## config.mk

```make
export PLATFORM = sky130hd
export DESIGN_NAME = obls_front
export DESIGN_NICKNAME = d
export VERILOG_FILES = /design/src/hdl/obls_pkg.sv /design/src/hdl/obls_front.sv
export SDC_FILE = /design/constraint.sdc
export NUM_CORES = 1
export LEC_CHECK = 0
export BUFFER_PORTS_ARGS = -buffer_cell sky130_fd_sc_hd__buf_2
export CELL_PAD_IN_SITES_DETAIL_PLACEMENT = 1
export CELL_PAD_IN_SITES_GLOBAL_PLACEMENT = 2
export CORE_MARGIN = 3
export CORE_UTILIZATION = 42
export CTS_BUF_LIST = sky130_fd_sc_hd__clkbuf_4 sky130_fd_sc_hd__clkbuf_8 sky130_fd_sc_hd__clkbuf_16
export DETAILED_ROUTE_END_ITERATION = 7
export PLACE_DENSITY = 0.86
export SLEW_MARGIN = 10
export SYNTH_ARGS = -nofsm -noshare
export SYNTH_HDL_FRONTEND = slang
export SYNTH_SLANG_ARGS = --single-unit
```

## constraint.sdc

```tcl
create_clock -name clock -period 12.1 [get_ports clock]
set_clock_uncertainty 0.15 [all_clocks]
set_input_delay 2.42 -clock clock [delete_from_list [all_inputs] [get_ports clock]]
set_output_delay 2.42 -clock clock [all_outputs]
set_load 0.02 [all_outputs]
```

## src/hdl/obls_pkg.sv

```systemverilog
package obls_pkg;

   // Default sizes of the book.
   localparam int SYMBOLS_DEF    = 16;
   localparam int DEPTH_DEF      = 32;
   localparam int PRICE_BITS_DEF = 32;
   localparam int QTY_BITS_DEF   = 32;

   // Item kinds, encoded as on the request op port.
   typedef enum logic [1:0] {
      OP_SNAP  = 2'd0,
      OP_DELTA = 2'd1,
      OP_LEVEL = 2'd2,
      OP_READ  = 2'd3
   } op_type;

   // Result status codes.
   localparam logic [1:0] ST_OK      = 2'd0;
   localparam logic [1:0] ST_DROPPED = 2'd1;
   localparam logic [1:0] ST_OVERRUN = 2'd2;
   localparam logic [1:0] ST_RANGE   = 2'd3;

   // One classified item as it waits in the command queue.
   typedef struct packed {
      op_type      op;
      logic [3:0]  sym;
      logic        side;
      logic [31:0] price;
      logic [31:0] qty;
      logic [63:0] seq;
      logic [63:0] ts;
      logic [4:0]  rank;
   } cmd_type;

   // Head of the command queue as the execution side sees it.
   typedef struct packed {
      logic    valid;
      cmd_type cmd;
   } queue_type;

endpackage

```

## src/hdl/obls_front.sv

```systemverilog
module obls_front #(
   parameter int SYMBOLS = obls_pkg::SYMBOLS_DEF
) (
   input  logic                clock,
   input  logic                reset,
   input  logic                start,
   output logic                busy,
   input  logic [1:0]          req_op,
   input  logic [3:0]          req_symbol,
   input  logic                req_side,
   input  logic [31:0]         req_price,
   input  logic [31:0]         req_qty,
   input  logic [63:0]         req_seq,
   input  logic [63:0]         req_timestamp,
   input  logic [4:0]          req_rank,
   output obls_pkg::queue_type head,
   input  logic                pop
);
   import obls_pkg::*;

   // Symbol slot folded into range for every possible four-bit input.
   logic [3:0] mod_lut [16];
   cmd_type    cmd_new;
   cmd_type    queue_ff [2];
   logic       wr_ptr_ff;
   logic       rd_ptr_ff;
   logic [1:0] fill_ff;
   logic       push;

   always_comb begin
      for (int k = 0; k < 16; k++) begin
         mod_lut[k] = 4'(k % SYMBOLS);
      end
   end

   always_comb begin
      cmd_new.op    = op_type'(req_op);
      cmd_new.sym   = mod_lut[req_symbol];
      cmd_new.side  = req_side;
      cmd_new.price = req_price;
      cmd_new.qty   = req_qty;
      cmd_new.seq   = req_seq;
      cmd_new.ts    = req_timestamp;
      cmd_new.rank  = req_rank;
   end

   assign busy       = (fill_ff == 2'd2);
   assign push       = start && !busy;
   assign head.valid = (fill_ff != 2'd0);
   assign head.cmd   = queue_ff[rd_ptr_ff];

   always_ff @(posedge clock) begin
      if (push) begin
         queue_ff[wr_ptr_ff] <= cmd_new;
      end
   end

   always_ff @(posedge clock) begin
      if (reset) begin
         wr_ptr_ff <= 1'b0;
         rd_ptr_ff <= 1'b0;
         fill_ff   <= 2'd0;
      end else begin
         if (push) begin
            wr_ptr_ff <= !wr_ptr_ff;
         end
         if (pop) begin
            rd_ptr_ff <= !rd_ptr_ff;
         end
         if (push && !pop) begin
            fill_ff <= fill_ff + 2'd1;
         end else if (pop && !push) begin
            fill_ff <= fill_ff - 2'd1;
         end
      end
   end

endmodule

```

# After elaboration in Yosys (flattened, before gate mapping)
# Memory sizes are Yosys's and may differ from the RTL's. A register that Yosys moved wholly into a read port is not among the register bits.
# Cells that the tools add are included.
[word_totals] register_bits=4 mem_bits_ro=64 out_inout_bits=206 wordCells=28 memories=2 ramBits=408 input_bits=208
[memory_table] memory="queue_ff" words=2 width=204 rd=1 rd_clocked_by_memory_dff=1 wr=1 line="obls_front.sv:24" source="cmd_type queue_ff [2];"
[memory_table] memory="(no name shown)" words=16 width=4 rd=1 rd_clocked_by_memory_dff=0 wr=0 line="obls_front.sv:38" source="cmd_new.sym = mod_lut[req_symbol];"
[op_classes] n_lt_le_gt_ge=1 eq_ne=1 reduce_logical=10 n_mux=8 addsub=2 bitwise=1
[ops] cell="two-way mux 4 bit" n=2
[ops] cell=">= comparator 5 bit (second input constant)" n=1
[ops] cell="logical NOT 1 bit" n=5
[ops] cell="NOT 4 -> 5 bit" n=1
[ops] cell="two-way mux 1 bit" n=4
[ops] cell="two-way mux 2 bit" n=2
[ops] cell="nonzero test 2 bit" n=2
[ops] cell="logical AND 1 bit" n=3
[ops] cell="adder 2 x 1 -> 2 bit (second input constant)" n=1
[ops] cell="equality test 2 bit (second input constant)" n=1
[ops] cell="subtractor 2 x 1 -> 2 bit (second input constant)" n=1

# Longest topological paths before layout
# Gate-level depths: netlist (run 1).
[logic_depth] ltp_word=7 ltp_mapped=6 depth_no_buf=6

# Worst setup path after synthesis (run 1)
# No wires, ideal clock.
[synth_timing] kind="input to register" start="in start" end="mem queue_ff[1][0] (netlist name), enable pin" required_time_ns=11.360 arrival_time_ns=7.259 setup_ns=0.590 path_buffers=0 slack_ns=4.101 stages=3 cell_sequence="inv_1 nor2_1 and2_1"
[synth_between] elab_chain_cells=3
[synth_rtl] item="start: declaration" line="obls_front.sv:6" source="input logic start,"
[synth_rtl] item="logical AND 1 bit" line="obls_front.sv:48" source="assign push = start && !busy;"
[synth_rtl] item="two-way mux 1 bit" line="obls_front.sv:53" source="if (push) begin"
[synth_rtl] item="two-way mux 1 bit (implied by the code)" line="obls_front.sv:54" source="queue_ff[wr_ptr_ff] <= cmd_new;"
[synth_rtl] item="end: declaration" line="obls_front.sv:24"
# No other way between the ends.

==> run_results.csv, run 1 <==
group,metric,value,unit
status,status,"finished clean",
final_layout,multi_input_comb_area,3010,um2
final_layout,layout-drive-gt1-share,0.613,
job,maximum_capacitance_violations,0,
yosys,synth_nets,869,
critical_path,critical_path.cell_chain,"buf_4 > buf_4 > mux2_2 > buf_2",
grt,grt_max_degree,131,
critical_path,cp_delay_by_family_top,"buffers and inverters",
critical_path,critical-path-max-stage-delay,0.98,ns
drt,routed-via-count,7811,
placed_design,gp_congestion,0.751,
yosys,synth.yosys.warnings,0,
critical_path,worstSetupEndpointType,"output port",
die,initial_utilization,0.432,
yosys,cell_count_after_synthesis,660,
die,die_height,199,um
pwr,leakagePower,7.62,nW
timing,min_period_over_period,0.525,
placed_design,place.detailed.hpwl,24100,um
clocking,clk_transition_reported_paths,0.05,ns
grt,globalRouteOverflowTotal,0,
placed_design,buffer_ports.inserted,413,
drt,drt-initial-drc-count,345,
die,core,36100,um2
grt,via_count_of_the_first_global_routing_pass,8734,
pwr,powerDensity,187,nW/um2
critical_path,worst_path_slowest_cell,"sky130_fd_sc_hd__buf_4",
timing,setup-tns-final,0,ns
timing,max_slew.worst_pin.slew,1.15,ns
clocking,clk_path_buf_depth,3,
grt,grt_use_total,0.171,
final_layout,area.growth.synth_to_final,24.7,%
clocking,cts.root.buffer_cell,"sky130_fd_sc_hd__clkbuf_16",
timing,finalSetupViolCount,0,
timing,relSlewSlack,0.234,
critical_path,critical_path_required,9.53,ns
grt,antenna_found_initial,12,
final_layout,final_cell_area,19500,um2
critical_path,critical-path-top-cell-by-count,"sky130_fd_sc_hd__buf_4",
yosys,synth_cell_area,15600,um2
clocking,cts_hold_repair.buffers,0,
final_layout,filler_cell_count,3377,
yosys,synth.yosys.seq_area_share,0.792,
critical_path,timing.critical_path.fanout_max,63,
pwr,worst_ir_drop_vdd,131,uV
clocking,post_cts.repair.setup_buffers,0,
timing,final_hold_viol_count,0,
final_layout,layout.cells.most_common,"sky130_fd_sc_hd__buf_2",
drt,drt-total-wl,35300,um
placed_design,dpl-instance-area,18100,um2
drt,routed_via_count_divided_by_cell_count,4.88,
drt,post_drt_wl_per_cell,22.0,um
die,num_rows,69,
critical_path,wp_buf_inv,3,
timing,achievable-frequency,157,MHz
die,dieWidth,199,um
final_layout,total_number_of_nets_in_the_final_design,1311,
clocking,htree_levels,2,
timing,final.min_clock_period,6.36,ns
critical_path,timing.critical_path.arrival,3.79,ns
clocking,tritoncts.num_buffers,44,
yosys,syn_avg_cell_area,23.6,um2
clocking,postCtsResizedCells,0,
timing,worst_hold_slack,0.349,ns
drt,drtPass1Iterations,4,
grt,grt_pass1_wl,50800,um
worst_hold_path,holdCritPathClass,"reg -> reg",
clocking,worst_skew_pair.late_latency,0.53,ns
clocking,clock-sinks,413,
timing,rsz0062_at_grt,"no",
clocking,cts_tree,"built",
yosys,netlist-cell-type-count,17,
die,pin_count,414,
die,floorplan.die_area,39500,um2
yosys,seq_cells_post_synth,413,
critical_path,worst_setup_path_start_kind,"flop",
critical_path,critical_path_class,"reg -> out",
final_layout,area.sequential,12400,um2
drt,number_of_drc_violations_after_detailed_routing,0,
final_layout,mostFrequentLayoutCells,"sky130_fd_sc_hd__buf_2 (413), sky130_fd_sc_hd__edfxtp_1 (408), sky130_fd_sc_hd__mux2_4 (160), sky130_fd_sc_hd__clkbuf_16 (45), sky130_fd_sc_hd__mux2_2 (44)",
drt,route.antenna.remaining_nets,0,
timing,report.final.slew_viol_count,0,
power breakdown:
group | switching, mW | internal [mW]
combinational | 0.352 | 0.241
sequential | 0.0415 | 1.74
clock | 0.508 | 0.762
total | 0.901 | 2.74
flip-flops by register name (all words and copies together) (netlist names), named ones only:
signal and count:
rd_ptr_ff 1, wr_ptr_ff 1, fill_ff 2, queue_ff 408
path summary, 6_finish.rpt:
| kind | from | end | slack [ns] | cells past startpoint |
|---|---|---|---|---|
| setup / recovery | flop | head[185] | 5.74 | 4 |
| hold / removal | wr_ptr_ff | wr_ptr_ff | 0.35 | 2 |
| setup reg to reg | fill_ff[0] | queue_ff[0][46] | 8.86 | 4 |
| hold reg to reg | wr_ptr_ff | wr_ptr_ff | 0.35 | 2 |
layer usage:
layer  share of wire  track usage  up-vias
met2            0.53        0.307      299
li1                -            -     3526
met3           0.084       0.0596       59
met4           0.026       0.0617        8
met5          0.0013            0        -
met1            0.36        0.190     3919
worst min-delay path, stage by stage (launching register included):
cell and delay [ns]:
sky130_fd_sc_hd__dfxtp_1 0.31, sky130_fd_sc_hd__o21ai_0 0.07, sky130_fd_sc_hd__a21oi_1 0.06
cell usage after synthesis:
master	n	share of area
sky130_fd_sc_hd__xnor2_1	1	0.00056
sky130_fd_sc_hd__inv_1	3	0.00072
sky130_fd_sc_hd__buf_2	4	0.0013
sky130_fd_sc_hd__nor2b_1	1	0.00040
sky130_fd_sc_hd__buf_6	19	0.014
sky130_fd_sc_hd__or3_1	2	0.00080
sky130_fd_sc_hd__dfxtp_1	5	0.0064
sky130_fd_sc_hd__o21ai_0	2	0.00064
sky130_fd_sc_hd__nor2_1	4	0.00096
sky130_fd_sc_hd__or2_2	1	0.00040
sky130_fd_sc_hd__a21oi_1	2	0.00064
sky130_fd_sc_hd__and2_1	1	0.00040
sky130_fd_sc_hd__mux2_2	44	0.032
sky130_fd_sc_hd__edfxtp_1	408	0.79
sky130_fd_sc_hd__ha_1	1	0.00080
sky130_fd_sc_hd__xor2_1	2	0.0011
sky130_fd_sc_hd__mux2_4	160	0.15
cells by family (layout without fill, tap and decap cells):
| family | after synthesis | after routing | synth area share |
|---|---|---|---|
| adders and majority gates | 1 | 1 | 0.000802 |
| AOI/OAI and AO/OA | 4 | 4 | 0.00128 |
| buffers and inverters | 26 | 496 | 0.0157 |
| muxes | 204 | 204 | 0.186 |
| and+or+nand+nor | 9 | 9 | 0.00297 |
| DFF | 413 | 413 | 0.792 |
| xor gates and xnor gates | 3 | 3 | 0.00168 |
| other | 0 | 10 | 0 |
stage by stage:
| step | instances | setup slack (ns) | power [mW] | utilization |
|---|---|---|---|---|
| after CTS | 1591 | 5.66 | 3.70 | 0.538 |
| after floorplan | 660 | 4.10 | 2.23 | - |
| final | 1601 | 5.74 | 3.64 | 0.539 |
| after global routing | 1597 | 5.53 | 3.79 | 0.539 |
| after global placement | 1517 | 6.29 | 2.39 | 0.501 |
| after detailed placement | 1517 | 6.28 | 2.42 | 0.501 |
final cells by class:
class,instances,area share
multi-input combinational,221,0.154
timing repair buffer,419,0.109
clock buffer,55,0.0617
antenna,10,0.00129
inverter,3,0.000965
clock inverter,19,0.00836
tap,461,0.0296
sequential,413,0.635
Power figures use the tool's default switching activity.
==> run 2, diff against run 1 <==
--- a/config.mk
+++ b/config.mk
@@ -9,10 +9,10 @@
 export CELL_PAD_IN_SITES_DETAIL_PLACEMENT = 1
 export CELL_PAD_IN_SITES_GLOBAL_PLACEMENT = 2
 export CORE_MARGIN = 3
-export CORE_UTILIZATION = 42
+export CORE_UTILIZATION = 39
 export CTS_BUF_LIST = sky130_fd_sc_hd__clkbuf_4 sky130_fd_sc_hd__clkbuf_8 sky130_fd_sc_hd__clkbuf_16
 export DETAILED_ROUTE_END_ITERATION = 7
-export PLACE_DENSITY = 0.86
+export PLACE_DENSITY = 0.81
 export SLEW_MARGIN = 10
 export SYNTH_ARGS = -nofsm -noshare
 export SYNTH_HDL_FRONTEND = slang
==> constraint.sdc (replaced) <==
create_clock -name clock -period 6.2 [get_ports clock]
set_clock_uncertainty 0.15 [all_clocks]
set_input_delay 1.24 -clock clock [delete_from_list [all_inputs] [get_ports clock]]
set_output_delay 1.24 -clock clock [all_outputs]
set_load 0.02 [all_outputs]
==> run 2 against run 1 <==
Against the previous run: first-iteration DRC count is 9.0% lower; final cell count is 3.7% higher; global-route usage is 1.5 points lower; design area is 1.4% higher; critical path type unchanged; power is 100% higher; largest power group unchanged.
==> run_results.csv, run 2 (synthesis gave the netlist of run 1 again) <==
group,metric,value,unit
drt,routed-via-count,7719,
critical_path,ff2ff_path_depth,4,
clocking,clk_path_buf_depth,3,
die,core,39100,um2
clocking,postCtsResizedCells,0,
final_layout,reg_top3,"queue_ff x408, fill_ff x2",
grt,globalRouteOverflowTotal,0,
pwr,post-layout-total-power,7.34,mW
critical_path,worst_path_slowest_cell,"sky130_fd_sc_hd__buf_12",
timing,relSlewSlack,0.353,
worst_hold_path,holdCritPathClass,"reg -> reg",
drt,route.antenna.remaining_nets,0,
final_layout,mostFrequentLayoutCells,"sky130_fd_sc_hd__buf_2 (413), sky130_fd_sc_hd__edfxtp_1 (408), sky130_fd_sc_hd__mux2_4 (160), sky130_fd_sc_hd__clkbuf_16 (49), sky130_fd_sc_hd__mux2_2 (44)",
worst_hold_path,hold_worst_path_end,"wr_ptr_ff",
timing,rsz0062_at_grt,"no",
critical_path,worstSetupEndpointType,"output port",
critical_path,worst_setup_path_start_kind,"flop",
die,initial_utilization,0.399,
grt,antenna_found_initial,6,
drt,post_drt_wl_per_cell,21.1,um
critical_path,timing.critical_path.arrival,2.21,ns
final_layout,stdcell_count,1660,
placed_design,buffer_ports.inserted,413,
pwr,powerDensity,372,nW/um2
grt,via_count_of_the_first_global_routing_pass,8404,
job,maximum_capacitance_violations,0,
timing,setup_ws,2.60,ns
critical_path,r2r_start,"fill_ff[1]",
clocking,htree_levels,2,
timing,finalSetupViolCount,0,
grt,grt_max_degree,115,
die,dieWidth,206,um
clocking,tritoncts.num_buffers,46,
drt,drt-total-wl,35000,um
critical_path,critical_path_required,4.81,ns
die,floorplan.die_area,42400,um2
drt,drt-initial-drc-count,314,
status,status,"finished clean",
critical_path,wp_buf_inv,2,
timing,achievable-frequency,277,MHz
final_layout,filler_cell_count,3717,
clocking,cts_tree,"built",
die,num_rows,72,
final_layout,layout.cells.most_common,"sky130_fd_sc_hd__buf_2",
grt,grt_use_total,0.157,
timing,report.final.slew_viol_count,0,
final_layout,area.sequential,12400,um2
final_layout,multi_input_comb_area,3010,um2
timing,final.min_clock_period,3.60,ns
clocking,worst_skew_pair.late_latency,0.54,ns
clocking,clk_transition_reported_paths,0.06,ns
timing,setup-tns-final,0,ns
final_layout,layout-drive-gt1-share,0.613,
clocking,post_cts.repair.setup_buffers,0,
clocking,cts.root.buffer_cell,"sky130_fd_sc_hd__clkbuf_16",
drt,routed_via_count_divided_by_cell_count,4.65,
pwr,worst_ir_drop_vdd,254,uV
drt,number_of_drc_violations_after_detailed_routing,0,
final_layout,register_name_with_the_most_flops,"queue_ff",
placed_design,post-place-cells,1574,
final_layout,area.growth.synth_to_final,26.4,%
grt,grt_pass1_wl,49900,um
placed_design,dp_slack,2.38,ns
final_layout,total_number_of_nets_in_the_final_design,1313,
timing,min_period_over_period,0.581,
pwr,leakagePower,7.71,nW
clocking,cts_hold_repair.buffers,0,
drt,drtPass1Iterations,4,
placed_design,place.detailed.hpwl,23500,um
critical_path,critical_path_class,"reg -> out",
die,pin_count,414,
timing,final_hold_viol_count,0,
critical_path,critical_path.cell_chain,"buf_12 > mux2_4 > buf_2",
timing,max_slew.worst_pin.slew,0.970,ns
die,die_height,206,um
critical_path,timing.critical_path.fanout_max,113,
clocking,clock-sinks,413,
critical_path,endpoint_of_the_most_critical_register_to_register_path,"queue_ff[0][80]",
worst_hold_path,hold_depth,2,
worst_hold_path,hold_start,"wr_ptr_ff",
placed_design,gp_congestion,0.730,
critical_path,cp_delay_by_family_top,"buffers and inverters",
critical_path,r2r_setup_slack,3.36,ns
critical_path,critical-path-max-stage-delay,0.48,ns
final_layout,largest_reg_flops,408,
[run 2: per-layer routing]
layer  vias up  GRT usage  wire (um)
li1       3521          -          -
met4        10     0.0558        856
met3        54     0.0512       2680
met1      3873      0.173      12900
met5         -          0         69
met2       261      0.283      18400
[run 2: how the worst max path moves through the flow]
stage          start              end  slack [ns]  depth (start not counted)
2_1_floorplan  start   queue_ff[0][0]        1.17                          3
3_3_place_gp   start  queue_ff[0][83]        2.43                          5
3_5_place_dp   start  queue_ff[0][83]        2.38                          5
4_1_cts         flop          head[4]        2.57                          3
5_1_grt         flop          head[4]        2.55                          3
6_report        flop         head[36]        2.60                          3
[run 2: where the power goes]
part,total (mW),switching (mW),internal [mW]
clock,2.71,1.04,1.67
combinational,1.17,0.693,0.478
sequential,3.46,0.0669,3.40
[run 2: layout make-up]
type / count / share of cell area
antenna: 1 / 0.000127
clock buffer: 56 / 0.0648
clock inverter: 29 / 0.0131
inverter: 3 / 0.000761
multi-input combinational: 221 / 0.152
sequential: 413 / 0.626
tap: 518 / 0.0329
timing repair buffer: 419 / 0.110
[run 2: per-stage QoR]
step | utilization | cell area, um2 | hold slack [ns]
after floorplan | - | 15600 | 0.302
after global placement | 0.465 | 18200 | 0.330
after detailed placement | 0.465 | 18200 | 0.349
after CTS | 0.504 | 19700 | 0.365
after global routing | 0.505 | 19700 | 0.412
final | 0.505 | 19700 | 0.358
[run 2: worst reg2reg max path, cell delays in order, from the launching register on]
cell and delay (ns):
sky130_fd_sc_hd__dfxtp_1 0.33, sky130_fd_sc_hd__nor2b_1 0.18, sky130_fd_sc_hd__or3_1 0.39, sky130_fd_sc_hd__clkinvlp_4 0.62, sky130_fd_sc_hd__buf_4 0.74
==> run 3, diff against run 2 <==
--- a/config.mk
+++ b/config.mk
@@ -5,6 +5,7 @@
 export SDC_FILE = /design/constraint.sdc
 export NUM_CORES = 1
 export LEC_CHECK = 0
+export ABC_AREA = 1
 export BUFFER_PORTS_ARGS = -buffer_cell sky130_fd_sc_hd__buf_2
 export CELL_PAD_IN_SITES_DETAIL_PLACEMENT = 1
 export CELL_PAD_IN_SITES_GLOBAL_PLACEMENT = 2
==> constraint.sdc (replaced) <==
create_clock -name clock -period 3.45 [get_ports clock]
set_clock_uncertainty 0.15 [all_clocks]
set_input_delay 0.69 -clock clock [delete_from_list [all_inputs] [get_ports clock]]
set_output_delay 0.69 -clock clock [all_outputs]
set_load 0.02 [all_outputs]
==> run 3 against run 2 <==
Against the previous run: final cell count grew 1.4%; combinational power grew 62%; core utilization grew 0.20 points; non-clock buffer count grew 8; critical path depth is the same; worst hold slack lost 0.18 ns; highest routed layer unchanged; flip-flop and latch count is the same; sequential power grew 77%.
==> run_results.csv, run 3 <==
group,metric,value,unit
yosys,synthTopCellsByCount,"sky130_fd_sc_hd__edfxtp_1 (408), sky130_fd_sc_hd__mux2_4 (160), sky130_fd_sc_hd__mux2_2 (44)",
clocking,clock-sinks,413,
placed_design,post-place-cells,1592,
final_layout,final_core_util,0.507,
critical_path,critical_path_class,"reg -> out",
placed_design,dpl-instance-area,18300,um2
drt,routed-via-count,7825,
final_layout,stdcell_count,1684,
final_layout,multi_input_comb_area,3030,um2
critical_path,worst_setup_path_endpoint,"head[16]",
yosys,cell_count_after_synthesis,670,
yosys,ys_top_cells_by_area,"sky130_fd_sc_hd__edfxtp_1 (78%), sky130_fd_sc_hd__mux2_4 (15%), sky130_fd_sc_hd__mux2_2 (3.2%), sky130_fd_sc_hd__buf_6 (1.4%), sky130_fd_sc_hd__dfxtp_1 (0.64%)",
clocking,postCtsResizedCells,0,
die,dieWidth,206,um
yosys,async_flop_share,0,
critical_path,timing.critical_path.fanout_max,63,
critical_path,r2r_start,"fill_ff[1]",
clocking,tritoncts.num_buffers,44,
pwr,leakagePower,7.75,nW
timing,relSlewSlack,0.560,
timing,final.min_clock_period,2.94,ns
die,pin_count,414,
status,status,"finished clean",
final_layout,reg_top3,"queue_ff x408, fill_ff x2",
timing,finalSetupViolCount,0,
grt,antenna_found_initial,19,
yosys,syn_avg_cell_area,23.3,um2
yosys,synth_cell_area,15600,um2
die,num_rows,72,
clocking,cts.root.buffer_cell,"sky130_fd_sc_hd__clkbuf_16",
final_layout,total_number_of_nets_in_the_final_design,1329,
timing,rsz0062_at_grt,"no",
die,initial_utilization,0.399,
worst_hold_path,holdCritPathClass,"in -> reg",
clocking,clk_transition_reported_paths,0.05,ns
critical_path,ff2ff_path_depth,4,
timing,max_slew.worst_pin.slew,0.661,ns
timing,achievable-frequency,340,MHz
final_layout,register_name_with_the_most_flops,"queue_ff",
grt,grt_max_degree,97,
final_layout,area.growth.synth_to_final,26.8,%
die,floorplan.die_area,42500,um2
timing,setup_ws,0.508,ns
timing,min_period_over_period,0.853,
placed_design,dp_slack,1.07,ns
critical_path,worstSetupEndpointType,"output port",
timing,final_hold_viol_count,0,
pwr,powerDensity,638,nW/um2
final_layout,final_cell_area,19800,um2
final_layout,mostFrequentLayoutCells,"sky130_fd_sc_hd__buf_2 (413), sky130_fd_sc_hd__edfxtp_1 (408), sky130_fd_sc_hd__mux2_4 (160), sky130_fd_sc_hd__clkbuf_16 (45), sky130_fd_sc_hd__mux2_2 (44)",
drt,drt-initial-drc-count,358,
clocking,htree_levels,2,
final_layout,area.sequential,12400,um2
pwr,worst_ir_drop_vdd,470,uV
pwr,post-layout-total-power,12.6,mW
timing,report.final.slew_viol_count,0,
grt,grt_pass1_wl,51200,um
yosys,synth_most_common_cell,"sky130_fd_sc_hd__edfxtp_1",
yosys,seq_cells_post_synth,413,
clocking,worst_skew_pair.late_latency,0.54,ns
yosys,netlist.top_cell.by_area,"sky130_fd_sc_hd__edfxtp_1",
drt,drtPass1Iterations,6,
critical_path,r2r_setup_slack,1.57,ns
yosys,synth_nets,879,
clocking,cts_hold_repair.buffers,0,
grt,grt_use_total,0.161,
critical_path,worst_setup_path_start_kind,"flop",
final_layout,layout-drive-gt1-share,0.612,
yosys,synth.yosys.warnings,0,
drt,routed_via_count_divided_by_cell_count,4.65,
yosys,synth.yosys.seq_area_share,0.791,
final_layout,filler_cell_count,3675,
drt,drt-total-wl,35700,um
yosys,post-synth-top-area-fraction,0.784,
critical_path,critical_path_required,2.61,ns
yosys,synth_flop_cell,"sky130_fd_sc_hd__edfxtp_1",
clocking,cts_tree,"built",
die,core,39100,um2
job,maximum_capacitance_violations,0,
drt,route.antenna.remaining_nets,0,
critical_path,endpoint_of_the_most_critical_register_to_register_path,"queue_ff[0][197]",
clocking,clk_path_buf_depth,3,
grt,globalRouteOverflowTotal,0,
placed_design,buffer_ports.inserted,413,
placed_design,place.detailed.hpwl,24400,um
final_layout,layout.cells.most_common,"sky130_fd_sc_hd__buf_2",
yosys,netlist-cell-type-count,15,
drt,post_drt_wl_per_cell,21.2,um
yosys,synth-edff-count,408,
final_layout,largest_reg_flops,408,
die,die_height,206,um
critical_path,timing.critical_path.arrival,2.10,ns
drt,number_of_drc_violations_after_detailed_routing,0,
clocking,post_cts.repair.setup_buffers,0,
placed_design,gp_congestion,0.713,
grt,via_count_of_the_first_global_routing_pass,8672,
run 3: per-stage QoR:
step | hold slack [ns] | setup TNS (ns)
6_report | 0.181 | 0
4_1_cts | 0.130 | 0
3_3_place_gp | 0.344 | 0
2_1_floorplan | 0.330 | -368.37
3_5_place_dp | 0.359 | 0
5_1_grt | 0.149 | 0
run 3: final cells by class:
| class | count | area share |
|---|---|---|
| flip-flops and latches | 413 | 0.624 |
| multi-input cells | 225 | 0.153 |
| repair buffers | 427 | 0.115 |
| clock buffers | 59 | 0.0628 |
| well taps | 518 | 0.0327 |
| clock inverters | 21 | 0.00992 |
| inverters | 9 | 0.00171 |
| diodes | 12 | 0.00152 |
run 3: worst min-delay path by stage:
stage / startpoint / to / slack, ns / cells after the start
2_1_floorplan: rd_ptr_ff / flop / 0.33 / 2
3_3_place_gp: rd_ptr_ff / rd_ptr_ff / 0.34 / 2
3_5_place_dp: rd_ptr_ff / flop / 0.36 / 2
4_1_cts: reset / flop / 0.13 / 2
5_1_grt: req_timestamp[11] / queue_ff[1][16] / 0.15 / 1
6_report: reset / flop / 0.18 / 2
run 3: critical path, cell delays in order, from the launching register on:
cell                      delay, ns
sky130_fd_sc_hd__dfxtp_4       0.52
sky130_fd_sc_hd__buf_12        0.38
sky130_fd_sc_hd__mux2_2        0.40
sky130_fd_sc_hd__buf_2         0.16
run 3: metal layers:
| layer | share of wire | global-route usage |
|---|---|---|
| met5 | 0.0029 | 0 |
| met4 | 0.032 | 0.0664 |
| met2 | 0.51 | 0.281 |
| met3 | 0.086 | 0.0559 |
| met1 | 0.37 | 0.180 |
run 3: cells by family after synthesis:
| kind of cell | synth area share |
|---|---|
| DFF | 0.791 |
| muxes | 0.186 |
| buffers and inverters | 0.0171 |
| and+or+nand+nor | 0.00385 |
| AOI/OAI and AO/OA | 0.00128 |
| xor gates and xnor gates | 0.000561 |
| adders and majority gates | 0.000801 |
run 3: power breakdown:
group	switching [mW]	internal [mW]
registers	0.112	6.00
logic	1.10	0.789
clock network	1.81	2.82
total	3.03	9.61
